**src/hdl/mrmv_ram.sv**
```systemverilog
// ----------------------------------------------------------------------------
// mrmv_ram
// Simple dual-port RAM: one write port, one read port with registered data.
// ----------------------------------------------------------------------------
`default_nettype none

module mrmv_ram #(
	parameter int WIDTH = 8,
	parameter int DEPTH = 64,
	localparam int AW = (DEPTH > 1) ? $clog2(DEPTH) : 1
) (
	input  wire logic             clk,
	input  wire logic             we,
	input  wire logic [AW-1:0]    waddr,
	input  wire logic [WIDTH-1:0] wdata,
	input  wire logic             re,
	input  wire logic [AW-1:0]    raddr,
	output logic      [WIDTH-1:0] rdata
);

	logic [WIDTH-1:0] mem_q [DEPTH];

	always_ff @(posedge clk) begin
		if (we) begin
			mem_q[waddr] <= wdata;
		end
		if (re) begin
			rdata <= mem_q[raddr];
		end
	end

endmodule

`default_nettype wire

```
**config.mk**
```make
export PLATFORM = sky130hd
export DESIGN_NAME = mrmv_ram
export DESIGN_NICKNAME = d
export VERILOG_FILES = /design/src/hdl/mrmv_ram.sv
export SDC_FILE = /design/constraint.sdc
export NUM_CORES = 1
export LEC_CHECK = 0
export BUFFER_PORTS_ARGS = -buffer_cell sky130_fd_sc_hd__buf_2
export CORE_ASPECT_RATIO = 1.25
export CORE_MARGIN = 4
export CORE_UTILIZATION = 62
export DETAILED_ROUTE_END_ITERATION = 10
export HOLD_SLACK_MARGIN = 0.1
export PLACE_DENSITY = 0.84
export SLEW_MARGIN = 10
export SYNTH_ARGS = -nofsm -noshare
export SYNTH_HDL_FRONTEND = slang
export SYNTH_SLANG_ARGS = --single-unit
```
**constraint.sdc**
```tcl
create_clock -name clk -period 2.1 [get_ports clk]
set_input_delay 0.105 -clock clk [delete_from_list [all_inputs] [get_ports clk]]
set_output_delay 0.105 -clock clk [all_outputs]
set_load 0.01 [all_outputs]
```
Yosys cells after proc, flatten, opt, wreduce, memory -nomap -nowiden
Memories as Yosys holds them, arrays and structs flattened. A register that Yosys moved wholly into a read port is not among the register bits.
Cells that the tools add are included.
W data, S select, Z words.
{"block": "word_totals", "ff_bits": 0, "ramBits": 512, "input_bits": 23, "out_inout_bits": 8, "n_memories": 1}
{"name": "mem_q", "depth": 64, "width": 8, "rd": 1, "rd_clocked_by_memory_dff": 1, "wr": 1, "line": "21", "rtl": "logic [WIDTH-1:0] mem_q [DEPTH];"}
{"block": "op_classes", "muxes": 2}
{"op": "$mux W1", "n": 2}

Depth between registers and ports, before layout
{"block": "logic_depth", "depth_word": 2, "ltp_mapped": 9, "ltp_nobuf": 5}

Least setup slack after synthesis
OpenSTA, ideal clock, no wires.
{"block": "synth_timing", "path_kind": "input to register", "startpoint": "in raddr[1]", "endpoint": "reg rdata[3], read port of mem_q, data pin", "setup_ps": 266, "t_arrival_ps": 1645, "required_ps": 1834, "path_slack_ps": 189, "cell_stages": 7, "path_buffers": 3, "cell_sequence": "buf_4 buf_2 buf_2 mux4_2 mux4_2 o21ai_1 o41ai_1"}
{"element": "start, declared", "line": "17", "rtl": "input wire logic [AW-1:0] raddr,"}
{"element": "end, declared", "line": "18", "rtl": "output logic [WIDTH-1:0] rdata"}

==> results.toml <==
[outcome]
status = "complete, no violations"

[floorplanning]
die_h_um = 210
start_util_pct = 63.2
die_area_mm2 = 0.0356
fp-row-count = 73
design.portCount = 31
core_mm2 = 0.0321
fp.dieW_um = 170

[setup_path]
critPathLaunchType = "register"
critPathKind = "reg -> reg"
crit_fanout = 1
cp-startpoint = "mem_q[3][2]$_DFFE_PP_"
arrival_ns = 2.39
cpMostUsedCell = "mux4_2"
slowest_delay_ns = 0.53
reg2reg_depth = 5
critical_path_required_ns = 2.41
cp_cell_sequence = "mux4_2 -> mux4_2 -> nor2_2 -> nor3_1 -> o2bb2ai_1"
cp_slowest_cell = "mux4_2"
r2r_start = "mem_q[3][2]$_DFFE_PP_"
critPathCaptureType = "register"

[sta]
final.min_clock_period_ns = 2.08
relSlewSlack_pct = 50.8
rsz0062_at_grt = "true"
drv_slew = 0
finalHoldViolCount = 0
finalCritPeriodShare_pct = 99.1
setup_viol = 0
worst_slew_pin_slew_ns = 0.739
finalClockSkew_ns = 0.0177
hold_ws_ns = 0.127
fmax_mhz = 480

[worst_hold_path]
hold_class = "in -> reg"
hold_path_depth = 1
hold_start = "wdata[6]"

[power]
power.switching_mw = 4.41
pwr-share-comb_pct = 5.8
p_per_area_mw_per_mm2 = 907
switching_share_pct = 20.8
p_int_mw = 16.8
leakage_nw = 7.60
share_seq_of_total_power_pct = 54.3
pwr-share-clk_pct = 39.9
ir_worst_vdd_mv = 0.954

[yosys]
synth-seq-cells = 520
async_reset_ff_share_pct = 0
syn-num-nets = 963
yosys.area_share.xor_xnor_pct = 0
yosysWarnings = 0
synthAdderAreaFrac_pct = 0
synth_simple_gate_area_share_pct = 3.37
synth_cell_type_count = 39
synth_top_family_by_area = "multiplexers"
ys_seq_area_share_pct = 77.1
synth_compound_area_share_pct = 2.06
avgSynthCellArea_um2 = 21.5
synth_area_mm2 = 0.0202
postSynthCellCount = 940
synth_top_area_share_pct = 77.1
yosys-top-cells-area = "edfxtp_1 (77%), mux4_2 (14%), nor2_1 (1.5%)"
synth_ff_type = "edfxtp_1"
synth_edf_count = 520
yosys.area.top_type = "edfxtp_1"
synthMuxAreaShare_pct = 15.9

[grt]
track_usage_pct = 28.4
grt_pass1_vias = 10900
grt-ovfl-total = 0
grt_max_degree = 65
antenna_found_initial = 2
grt_pass1_wl_um = 73500

[placement]
io_buffer_count = 30
gp_congestion = 0.837
post-dp-hpwl_um = 29600

[cts]
cts_buffers = 45
cts.path.max_buffers = 3
clk_pin_slew_ns = 0.07
cts_setup_buffers = 0
cts_tree = "built"
htreeDepth = 2
clk_latency_ns = 0.57
cts_sinks = 520
cts_root_buf = "clkbuf_16"

[routing]
drc = 0
first_pass_iters = 7
drtIter0Drc = 1828
ant_nets = 0
wl_um = 49600
wl_per_cell_um = 32.0
vias = 10800
viasPerCell = 6.98

[layout]
syn2layout_area_growth_pct = 15.7
drive_gt1_share_pct = 32.7
nets = 1126
fillers = 1602
fin_util_pct = 73.1

[flow_run]
drv_cap = 0
## cell usage in the layout (no fill, tap or decap), types with 3 or more instances in the layout
cell / synthesis / routed
edfxtp_1: 520 / 520
o22ai_1: 8 / 8
buf_4: 13 / 114
bufinv_16: 0 / 6
nor2b_1: 14 / 14
a21oi_1: 3 / 3
mux2i_1: 23 / 23
nand3b_1: 3 / 3
a211oi_1: 4 / 4
clkbuf_1: 17 / 4
a22oi_1: 3 / 3
clkinv_2: 0 / 7
nor2_1: 83 / 82
buf_2: 11 / 27
o2111ai_1: 3 / 3
nor3_1: 7 / 5
clkinv_1: 0 / 10
mux4_2: 126 / 126
clkinvlp_4: 0 / 5
mux2_2: 13 / 12
nand2b_1: 7 / 7
a221oi_1: 6 / 6
o221ai_1: 8 / 8
nand2_1: 19 / 19
clkbuf_16: 0 / 47
buf_12: 2 / 18
dlygate4sd3_1: 0 / 7
nand3_1: 13 / 13
o2bb2ai_1: 3 / 3
## cell families after synthesis
family          Yosys count
compound gates           54
flops                   520
buf+inv                  51
mux                     162
simple gates            153
## synth_stat cells (3+ instances only)
cell type	instances
a211oi_1	4
a21oi_1	3
a221oi_1	6
a22oi_1	3
buf_1	4
buf_2	11
buf_4	13
buf_6	4
clkbuf_1	17
edfxtp_1	520
mux2_2	13
mux2i_1	23
mux4_2	126
nand2_1	19
nand2b_1	7
nand3_1	13
nand3b_1	3
nor2_1	83
nor2b_1	14
nor3_1	7
o2111ai_1	3
o221ai_1	8
o22ai_1	8
o2bb2ai_1	3
## power groups by stage
| stage | logic (mW) | registers (mW) | clock network, mW |
|---|---|---|---|
| 2_1_floorplan | 0.613 | 11.8 | 0 |
| 3_3_place_gp | 1.11 | 11.8 | 0 |
| 3_5_place_dp | 1.16 | 11.8 | 0 |
| 4_1_cts | 1.22 | 11.5 | 8.52 |
| 5_1_grt | 1.29 | 11.5 | 9.03 |
| 6_report | 1.23 | 11.5 | 8.47 |
## routing by layer
layer	up-vias	routed length (um)	global-route usage (%)
met5	-	13	0
met4	2	2400	11.2
met3	184	5490	5.21
met2	934	25300	47.2
met1	5441	16400	37.9
li1	4259	-	-
## worst max-delay path, delay by kind of cell, from the launching register on
kind / cells / cell delay (ns)
flip-flops: 1 / 0.40
multiplexers: 2 / 1.05
AND/OR/NAND/NOR: 2 / 0.24
AO/OA/AOI/OAI: 1 / 0.14
## state kept, by name, summed over array words and instances, names as in the netlist
register,count
mem_q,512
rdata,8
## what timing repair did
| item | CTS | global route |
|---|---|---|
| pin swaps | 1 | 1 |
| hold buffers | 7 | 0 |
| endpoints found under the hold margin | 151 | 0 |
| cloned | 0 | 0 |
| endpoints found under the setup margin | 3 | 3 |
| gates resized for setup | 6 | 2 |
## cell type report
cell class | instances | area, um2 | share of cell area, %
clock inverter | 30 | 308 | 1.31
antenna | 2 | 5.00 | 0.0214
timing repair buffer | 167 | 1440 | 6.13
sequential | 520 | 15600 | 66.7
multi-input combinational | 369 | 4360 | 18.6
tap | 412 | 515 | 2.20
clock buffer | 51 | 1190 | 5.08
## path summary, 6_finish.rpt
path | endpoint | slack, ns
worst max-delay path | rdata[2]$_DFFE_PP_ | 0.02
worst min-delay path | mem_q[53][6]$_DFFE_PP_ | 0.13
worst max register to register | rdata[2]$_DFFE_PP_ | 0.02
worst min register to register | rdata[4]$_DFFE_PP_ | 0.99
## per-stage QoR
stage / area [um2] / total power, mW / TNS [ns] / instances / worst slack, ns
after floorplan: 20200 / 12.4 / 0 / 940 / 0.189
after global placement: 21800 / 12.9 / -0.972 / 1462 / -0.229
after detailed placement: 21800 / 12.9 / -1.50 / 1462 / -0.233
after CTS: 23400 / 21.3 / -0.0233 / 1550 / -0.0233
after global routing: 23400 / 21.9 / -0.00175 / 1550 / -0.00175
final: 23400 / 21.2 / 0 / 1551 / 0.0187
Note: power is estimated with default switching activity, not from simulation.
